===== src/rtl/core/sbs_pkg.sv =====
package sbs_pkg;

    // Default sizing of the record store and the key.
    localparam int MAX_RECORDS_DEF = 64;
    localparam int KEY_BITS_DEF    = 32;

    // The tag width is fixed by the record format.
    localparam int TAG_BITS = 6;

    // Sequencer states.
    typedef enum logic [2:0] {
        S_LOAD,
        S_SCAN,
        S_SWAP_A,
        S_SWAP_B,
        S_EMIT_RD,
        S_EMIT_LD
    } sbs_state_t;

    // Controls for the shared minimum unit.
    typedef struct packed {
        logic init;   // take the returning record as the running minimum
        logic step;   // compare the returning record against the minimum
    } sbs_min_ctrl_t;

endpackage


===== src/rtl/core/sbs_ram.sv =====
module sbs_ram
    #(
    parameter int WIDTH = 38,
    parameter int DEPTH = 64
    )
    (
    input  logic                     clk,
    input  logic                     we,
    input  logic [$clog2(DEPTH)-1:0] waddr,
    input  logic [WIDTH-1:0]         wdata,
    input  logic [$clog2(DEPTH)-1:0] raddr,
    output logic [WIDTH-1:0]         rdata
    );

    logic [WIDTH-1:0] mem [DEPTH];

    // One write port and one read port with registered read data.
    always_ff @(posedge clk)
    begin
        if (we)
        begin
            mem[waddr] <= wdata;
        end
        rdata <= mem[raddr];
    end

endmodule


===== src/rtl/core/sbs_min_unit.sv =====
module sbs_min_unit
    import sbs_pkg::*;
    #(
    parameter int KEY_BITS = KEY_BITS_DEF,
    parameter int IDX_W    = 7
    )
    (
    input  logic                         clk,
    input  sbs_min_ctrl_t                ctrl,
    input  logic [KEY_BITS+TAG_BITS-1:0] rec,
    input  logic [IDX_W-1:0]             rec_idx,
    output logic [KEY_BITS+TAG_BITS-1:0] best_rec,
    output logic [IDX_W-1:0]             best_idx
    );

    logic [KEY_BITS+TAG_BITS-1:0] best_rec_reg;
    logic [KEY_BITS+TAG_BITS-1:0] best_rec_next;
    logic [IDX_W-1:0]             best_idx_reg;
    logic [IDX_W-1:0]             best_idx_next;
    logic                         smaller;

    // A record replaces the minimum only when its key is strictly smaller,
    // so the first of several equal minima is kept.
    assign smaller = best_rec_reg[KEY_BITS+TAG_BITS-1:TAG_BITS] >
                     rec[KEY_BITS+TAG_BITS-1:TAG_BITS];

    always_comb
    begin
        best_rec_next = best_rec_reg;
        best_idx_next = best_idx_reg;
        if (ctrl.init || (ctrl.step && smaller))
        begin
            best_rec_next = rec;
            best_idx_next = rec_idx;
        end
    end

    always_ff @(posedge clk)
    begin
        best_rec_reg <= best_rec_next;
        best_idx_reg <= best_idx_next;
    end

    assign best_rec = best_rec_reg;
    assign best_idx = best_idx_reg;

endmodule


===== src/rtl/core/selection_sort_by_key.sv =====
// Records are taken one a cycle while item_stall is low, until the word flagged
// last closes the set. Sorting uses one comparator that walks the store one
// record a cycle through the single read port of the record RAM.
// Each sorted record is read, then loaded into a free output register.
// Reset clears the sequencer and the record count; the RAM needs no clearing
// pass because only entries written in the current set are ever read.
module selection_sort_by_key
    import sbs_pkg::*;
    #(
    parameter int MAX_RECORDS = MAX_RECORDS_DEF,
    parameter int KEY_BITS    = KEY_BITS_DEF
    )
    (
    input  logic                clk,
    input  logic                rst_n,
    input  logic                item_valid,
    output logic                item_stall,
    input  logic [KEY_BITS-1:0] key,
    input  logic [TAG_BITS-1:0] tag,
    input  logic                last,
    output logic                res_valid,
    input  logic                res_stall,
    output logic [KEY_BITS-1:0] sorted_key,
    output logic [TAG_BITS-1:0] sorted_tag,
    output logic                final_res
    );

    localparam int CNT_W  = $clog2(MAX_RECORDS + 1);
    localparam int ADDR_W = $clog2(MAX_RECORDS);
    localparam int REC_W  = KEY_BITS + TAG_BITS;
    localparam logic [CNT_W-1:0] FULL = CNT_W'(MAX_RECORDS);
    localparam logic [CNT_W-1:0] ONE  = CNT_W'(1);
    localparam logic [CNT_W-1:0] TWO  = CNT_W'(2);

    sbs_state_t        state_reg, state_next;
    logic [CNT_W-1:0]  count_reg, count_next;
    logic [CNT_W-1:0]  n_reg, n_next;
    logic [CNT_W-1:0]  pos_reg, pos_next;
    logic [CNT_W-1:0]  iss_reg, iss_next;
    logic              rv_reg, rv_next;
    logic [CNT_W-1:0]  ridx_reg, ridx_next;
    logic [CNT_W-1:0]  em_reg, em_next;
    logic [REC_W-1:0]  pos_rec_reg, pos_rec_next;
    logic              out_valid_reg, out_valid_next;
    logic [REC_W-1:0]  out_rec_reg, out_rec_next;
    logic              out_final_reg, out_final_next;

    logic              ram_we;
    logic [ADDR_W-1:0] ram_waddr;
    logic [REC_W-1:0]  ram_wdata;
    logic [ADDR_W-1:0] ram_raddr;
    logic [REC_W-1:0]  ram_rdata;

    sbs_min_ctrl_t     min_ctrl;
    logic [REC_W-1:0]  best_rec;
    logic [CNT_W-1:0]  best_idx;

    logic              item_take;
    logic              out_free;
    logic [CNT_W-1:0]  set_size;

    sbs_ram
        #(
        .WIDTH (REC_W),
        .DEPTH (MAX_RECORDS)
        )
    u_ram
        (
        .clk   (clk),
        .we    (ram_we),
        .waddr (ram_waddr),
        .wdata (ram_wdata),
        .raddr (ram_raddr),
        .rdata (ram_rdata)
        );

    sbs_min_unit
        #(
        .KEY_BITS (KEY_BITS),
        .IDX_W    (CNT_W)
        )
    u_min
        (
        .clk      (clk),
        .ctrl     (min_ctrl),
        .rec      (ram_rdata),
        .rec_idx  (ridx_reg),
        .best_rec (best_rec),
        .best_idx (best_idx)
        );

    assign item_stall = (state_reg != S_LOAD);
    assign item_take  = item_valid && !item_stall;
    assign out_free   = !out_valid_reg || !res_stall;
    assign set_size   = (count_reg < FULL) ? count_reg + ONE : count_reg;

    // Sequencer: load, scan for the minimum, swap, and emit.
    always_comb
    begin
        state_next     = state_reg;
        count_next     = count_reg;
        n_next         = n_reg;
        pos_next       = pos_reg;
        iss_next       = iss_reg;
        rv_next        = 1'b0;
        ridx_next      = ridx_reg;
        em_next        = em_reg;
        pos_rec_next   = pos_rec_reg;
        out_valid_next = out_valid_reg && res_stall;
        out_rec_next   = out_rec_reg;
        out_final_next = out_final_reg;
        ram_we         = 1'b0;
        ram_waddr      = count_reg[ADDR_W-1:0];
        ram_wdata      = {key, tag};
        ram_raddr      = iss_reg[ADDR_W-1:0];
        min_ctrl       = '0;

        case (state_reg)
            S_LOAD:
            begin
                if (item_take)
                begin
                    // A word arriving into a full store is dropped.
                    ram_we     = (count_reg < FULL);
                    count_next = set_size;
                    if (last)
                    begin
                        count_next = '0;
                        n_next     = set_size;
                        pos_next   = '0;
                        iss_next   = '0;
                        em_next    = '0;
                        if (set_size < TWO)
                        begin
                            state_next = S_EMIT_RD;
                        end
                        else
                        begin
                            state_next = S_SCAN;
                        end
                    end
                end
            end

            S_SCAN:
            begin
                // Issue one read a cycle; the data comes back through the registered read port.
                if (iss_reg < n_reg)
                begin
                    ram_raddr = iss_reg[ADDR_W-1:0];
                    rv_next   = 1'b1;
                    ridx_next = iss_reg;
                    iss_next  = iss_reg + ONE;
                end
                if (rv_reg)
                begin
                    if (ridx_reg == pos_reg)
                    begin
                        min_ctrl.init = 1'b1;
                        pos_rec_next  = ram_rdata;
                    end
                    else
                    begin
                        min_ctrl.step = 1'b1;
                    end
                    if (ridx_reg == n_reg - ONE)
                    begin
                        rv_next    = 1'b0;
                        state_next = S_SWAP_A;
                    end
                end
            end

            S_SWAP_A:
            begin
                // The minimum moves into the current position.
                ram_we     = 1'b1;
                ram_waddr  = pos_reg[ADDR_W-1:0];
                ram_wdata  = best_rec;
                state_next = S_SWAP_B;
            end

            S_SWAP_B:
            begin
                // The record that stood there takes the minimum's old place.
                ram_we    = 1'b1;
                ram_waddr = best_idx[ADDR_W-1:0];
                ram_wdata = pos_rec_reg;
                pos_next  = pos_reg + ONE;
                iss_next  = pos_reg + ONE;
                if (pos_reg + TWO < n_reg)
                begin
                    state_next = S_SCAN;
                end
                else
                begin
                    state_next = S_EMIT_RD;
                end
            end

            S_EMIT_RD:
            begin
                // Read the next record once the output register can take it.
                ram_raddr = em_reg[ADDR_W-1:0];
                if (out_free)
                begin
                    state_next = S_EMIT_LD;
                end
            end

            S_EMIT_LD:
            begin
                out_valid_next = 1'b1;
                out_rec_next   = ram_rdata;
                out_final_next = (em_reg + ONE == n_reg);
                em_next        = em_reg + ONE;
                if (em_reg + ONE == n_reg)
                begin
                    state_next = S_LOAD;
                end
                else
                begin
                    state_next = S_EMIT_RD;
                end
            end

            default:
            begin
                state_next = S_LOAD;
            end
        endcase
    end

    // State and control registers.
    always_ff @(posedge clk or negedge rst_n)
    begin
        if (!rst_n)
        begin
            state_reg     <= S_LOAD;
            count_reg     <= '0;
            rv_reg        <= 1'b0;
            out_valid_reg <= 1'b0;
        end
        else
        begin
            state_reg     <= state_next;
            count_reg     <= count_next;
            rv_reg        <= rv_next;
            out_valid_reg <= out_valid_next;
        end
    end

    // Indices and payload registers.
    always_ff @(posedge clk)
    begin
        n_reg         <= n_next;
        pos_reg       <= pos_next;
        iss_reg       <= iss_next;
        ridx_reg      <= ridx_next;
        em_reg        <= em_next;
        pos_rec_reg   <= pos_rec_next;
        out_rec_reg   <= out_rec_next;
        out_final_reg <= out_final_next;
    end

    assign res_valid  = out_valid_reg;
    assign sorted_key = out_rec_reg[REC_W-1:TAG_BITS];
    assign sorted_tag = out_rec_reg[TAG_BITS-1:0];
    assign final_res  = out_final_reg;

endmodule

===== config.mk =====
export PLATFORM = sky130hd
export DESIGN_NAME = selection_sort_by_key
export DESIGN_NICKNAME = d
export VERILOG_FILES = /design/src/rtl/core/sbs_pkg.sv /design/src/rtl/core/sbs_ram.sv /design/src/rtl/core/sbs_min_unit.sv /design/src/rtl/core/selection_sort_by_key.sv
export SDC_FILE = /design/constraint.sdc
export NUM_CORES = 2
export LEC_CHECK = 0
export ABC_CLOCK_PERIOD_IN_PS = 15050
export BUFFER_PORTS_ARGS = -buffer_cell sky130_fd_sc_hd__buf_2
export CAP_MARGIN = 0
export CORE_MARGIN = 8
export CORE_UTILIZATION = 50
export DETAILED_ROUTE_END_ITERATION = 7
export PLACE_DENSITY = 0.77
export SLEW_MARGIN = 15
export SYNTH_ARGS = -nofsm -noshare
export SYNTH_HDL_FRONTEND = slang
export SYNTH_HIERARCHICAL = 1
export SYNTH_SLANG_ARGS = --single-unit

===== constraint.sdc =====
create_clock -name clk -period 15.05 [get_ports clk]
set_clock_uncertainty 0.2 [all_clocks]
set_input_delay 1.505 -clock clk [delete_from_list [all_inputs] [get_ports clk]]
set_output_delay 1.505 -clock clk [all_outputs]
set_load 0.01 [all_outputs]

# Yosys cells after proc, flatten, opt, wreduce, memory -nomap -nowiden
# Memories as Yosys holds them, arrays and structs flattened. A register that Yosys moved wholly into a read port is not among the register bits.
# Cells that the tools add are included.
# op_classes
addsub,6
n_mux,33
reduce_logical,22
order_cmp,5
n_eq_ne,14
# ops
cell,n
$pmux W38 S2,1
$mux W7,5
$gt A32 B32 Y1,1
$add A7 B1 Y7 const B,4
$pmux W7 S2,2
$mux W3,8
$eq A7 B7 Y1,3
$pmux W7 S3,1
$pmux W3 S6,1
$lt A7 B7 Y1,2
$ne A2 B2 Y1 const B,6
$pmux W6 S2,1
$reduce_and A3 Y1,4
$mux W1,10
$add A7 B2 Y7 const B,1
$lt A7 B2 Y1 const B,1
$lt A7 B7 Y1 const B,1
$sub A7 B1 Y7 const B,1
$eq A3 B2 Y1 const B,2
$eq A3 B3 Y1 const B,2
$mux W6,1
$reduce_bool A3 Y1,2
$reduce_and A5 Y1,1
$mux W2,2
other kinds (10),17
# totals
wordCells,95
output_inout_bits,41
ff_bits,168
memories,1
inputBits,43
mem_bits_rw,2432
# mem_list
name,depth,word_bits,read_ports,rd_clocked_by_memory_dff,wr,line_no,rtl
u_ram.mem,64,38,1,1,1,sbs_ram.sv:15,logic [WIDTH-1:0] mem [DEPTH];

# Depth between registers and ports, before layout
# logic_depth
depth_word,7
mapped_depth,12
depth_no_buf,9

# Cells and area by module
# Netlist, hierarchy kept.
# modules_own_cells
module,n_inst,area_each_um2,cells_each,seq_area_each_um2
sbs_ram,1,92939.1,3989,73790.8
selection_sort_by_key,1,6303.5,518,3663.5
sbs_min_unit,1,2175.8,160,1351.3

# Least setup slack after synthesis
# OpenSTA, ideal clock, no wires.
# synth_timing
path_kind,input to register
from,input port item_valid
to,memory u_ram.mem[49][0] (enable)
cell_stages,5
arrival_ns,5.058
path_buffers,1
path_slack_ns,9.312
required_time_ns,14.370
setup_ns,0.480
path_cell_list,nand2_1 -> clkbuf_1 -> o21ai_0 -> nand4_1 -> nor3_1
# synth_via
elab_chain_len,5
# synth_rtl
item,line_no,rtl
start: declaration,selection_sort_by_key.sv:16,"input logic item_valid,"
$logic_and A1 B1 Y1,selection_sort_by_key.sv:93,assign item_take = item_valid && !item_stall;
$mux W1,selection_sort_by_key.sv:121,if (item_take)
$pmux W1 S2,selection_sort_by_key.sv:118,case (state_reg)
named net ram_we,selection_sort_by_key.sv:48,logic ram_we;
$mux W1,sbs_ram.sv:20,if (we)
$mux W1 (not written as such),sbs_ram.sv:22,mem[waddr] <= wdata;
end: declaration,sbs_ram.sv:15,
# The timed path passes the listed nets, and every way through them passes these cells.

# Worst setup path in the final report
# layout_timing
from,register state_reg[0]
to,register u_ram.rdata[9] (read register of u_ram.mem)
# layout_via
elab_chain_len,2
# layout_rtl
item,line_no,rtl
start: declaration,selection_sort_by_key.sv:35,"sbs_state_t state_reg, state_next;"
start signal: assignment,selection_sort_by_key.sv:246,state_reg <= state_next;
$eq A3 B3 Y1,selection_sort_by_key.sv:118,
$mux W6,--,
named net ram_raddr[0],selection_sort_by_key.sv:51,logic [ADDR_W-1:0] ram_raddr;
end: declaration,sbs_ram.sv:12,output logic [WIDTH-1:0] rdata
# The timed path passes the listed nets, and every way through them passes these cells.
# A chain may end at the register's enable or synchronous reset.

==> impl_metrics.toml <==
[route]
postRouteAntennaNets = 0
via_count = 51900
wl_per_cell_um = 35.0
drt_first_iter_violations = 8677
drc = 0
drt-vias-per-instance = 6.66
firstDrtPassIters = 6
drt-total-wl_mm = 273

[final_layout]
regMostFlops = "u_ram/mem"
nets = 4996
drive_gt1_frac = 0.268
final_util = 0.565
largest_reg_flops = 2432
multiInputGateArea_um2 = 22200
syn_to_final_growth_pct = 12.5
nFillCells = 14000
seqCellArea_um2 = 78800

[floorplanning]
rows = 165
die_area_um2 = 217000
ios = 84
core_um2 = 202000
initial_core_util = 0.502
die-height_um = 466
die_w_um = 466

[worst_setup_path]
r2r_start = "state_reg[0]"
worstPathRequired_ns = 15.50
path_class = "reg2reg"
cp_data_arrival_time_ns = 6.94
rrSetupSlack_ns = 8.56
ff2ff_path_depth = 9
cp-start-kind = "register"
endpoint_kind = "register"
path_max_fanout = 92
r2r-end = "u_ram/rdata[9]"

[sta]
drv_slew = 0
tns_ns = 0
final-setup-viol-count = 0
tightest_slew_ns = 1.27
slew_headroom = 0.151
rsz0062_at_grt = "no"
period_share = 0.431
finalHoldViolations = 0
fmax_ghz = 0.154
period_needed_ns = 6.49

[min_path]
min-delay-start = "u_ram/rdata[1]"
whs_endpoint = "u_min/best_rec[1]"
min_path_type = "reg2reg"
whs_path_depth = 0

[clocking]
cts_setup_buffers = 0
worstSkewPairLatency_ns = 0.87
root_buffer = "clkbuf_16"
h-tree-depth = 4
hold_buffers = 0
cts.sinks = 2638
cts_inserted_buffers = 241
clock_path_buffers = 3
ctsResizeCount = 0
clkTransAtPathRegs_ns = 0.06
cts_tree = "built"

[flow_run]
maxCapViolCount = 0

[outcome]
status = "finished clean"

[power]
leakagePower_uw = 0.0361
ir_drop_v = 0.000172
power_density_nw_per_um2 = 187
finalPower_uw = 21300

[global_routing]
grt_antenna_before_repair = 20
grt_usage = 0.245
grt_pass1_vias = 52200
grt_start_max_net_pins = 126
grt_pass1_wl_mm = 384
overflow = 0

[synth]
synth_area_um2 = 101000
synth_fp_nets = 4759
ys_warn_count = 6
syn_inst = 4666
synth.avg_cell_area_um2 = 21.7

[placement]
globalplace.congestion = 0.840
hpwl_mm = 142
numPortBuffers = 83
routing by layer:
metal / up-vias / part of all wire / global-route usage
met5: - / 0.00025 / 0
met4: 10 / 0.047 / 0.100
met3: 731 / 0.14 / 0.0736
met2: 4345 / 0.47 / 0.391
met1: 26800 / 0.34 / 0.318
li1: 20000 / - / -
per-stage QoR:
| stage | cells | instance area (um^2) | setup slack (ns) | hold WS (ns) |
|---|---|---|---|---|
| detailed placement | 7332 | 106000 | 8.70 | 0.262 |
| global placement | 7332 | 106000 | 8.72 | 0.269 |
| global route | 7787 | 114000 | 8.10 | 0.316 |
| CTS | 7786 | 114000 | 8.68 | 0.275 |
| floorplan | 4666 | 101000 | 9.31 | 0.221 |
| finish | 7794 | 114000 | 8.56 | 0.274 |
worst max path at each step:
stage,from,end,slack (ns),cells after the start
global placement,state_reg[0],u_ram/rdata[10],8.72,10
detailed placement,state_reg[0],u_ram/rdata[0],8.70,9
global route,state_reg[0],u_ram/rdata[0],8.10,9
CTS,state_reg[0],u_ram/rdata[0],8.68,9
floorplan,item_valid,u_ram/mem[49][0],9.31,5
finish,state_reg[0],u_ram/rdata[9],8.56,9
area by class of cell:
| class | instances | area share |
|---|---|---|
| repair buffers | 240 | 0.0144 |
| clock buffers | 295 | 0.0558 |
| flip-flops and latches | 2638 | 0.691 |
| clock inverters | 159 | 0.0133 |
| inverters | 47 | 0.00155 |
| multi-input cells | 1735 | 0.194 |
| diodes | 8 | 0.000176 |
| well taps | 2672 | 0.0293 |
where the power goes:
group	total, uW	leakage [uW]	switching (uW)	internal [uW]
registers	8650	0.0238	283	8370
clock network	6130	0.00388	2690	3450
logic	6560	0.00841	3970	2580
worst max-delay path, stage by stage, from the launching register on:
cell and delay [ns]:
dfrtp_4 0.66, nor3b_2 0.69, mux2_8 0.89, buf_4 0.84, buf_12 0.61, mux4_2 0.61, a22oi_1 0.24, nand2_1 0.08
o22ai_1 0.92, nor2_1 0.29
cell usage in the layout (no fill, tap or decap), drive strengths merged, types with 21 or more instances in the layout:
cell type,n
a21oi,92
a22oi,138
buf,240
bufinv,26
clkbuf,295
clkinv,121
dfxtp,38
edfxtp,2588
ha,50
inv,52
mux2,32
mux2i,107
mux4,608
nand2,152
nand3,28
nor2,161
o21ai,57
o221ai,32
o22ai,108
xnor2,23
xor2,21
(Power assumes the default switching activity.)
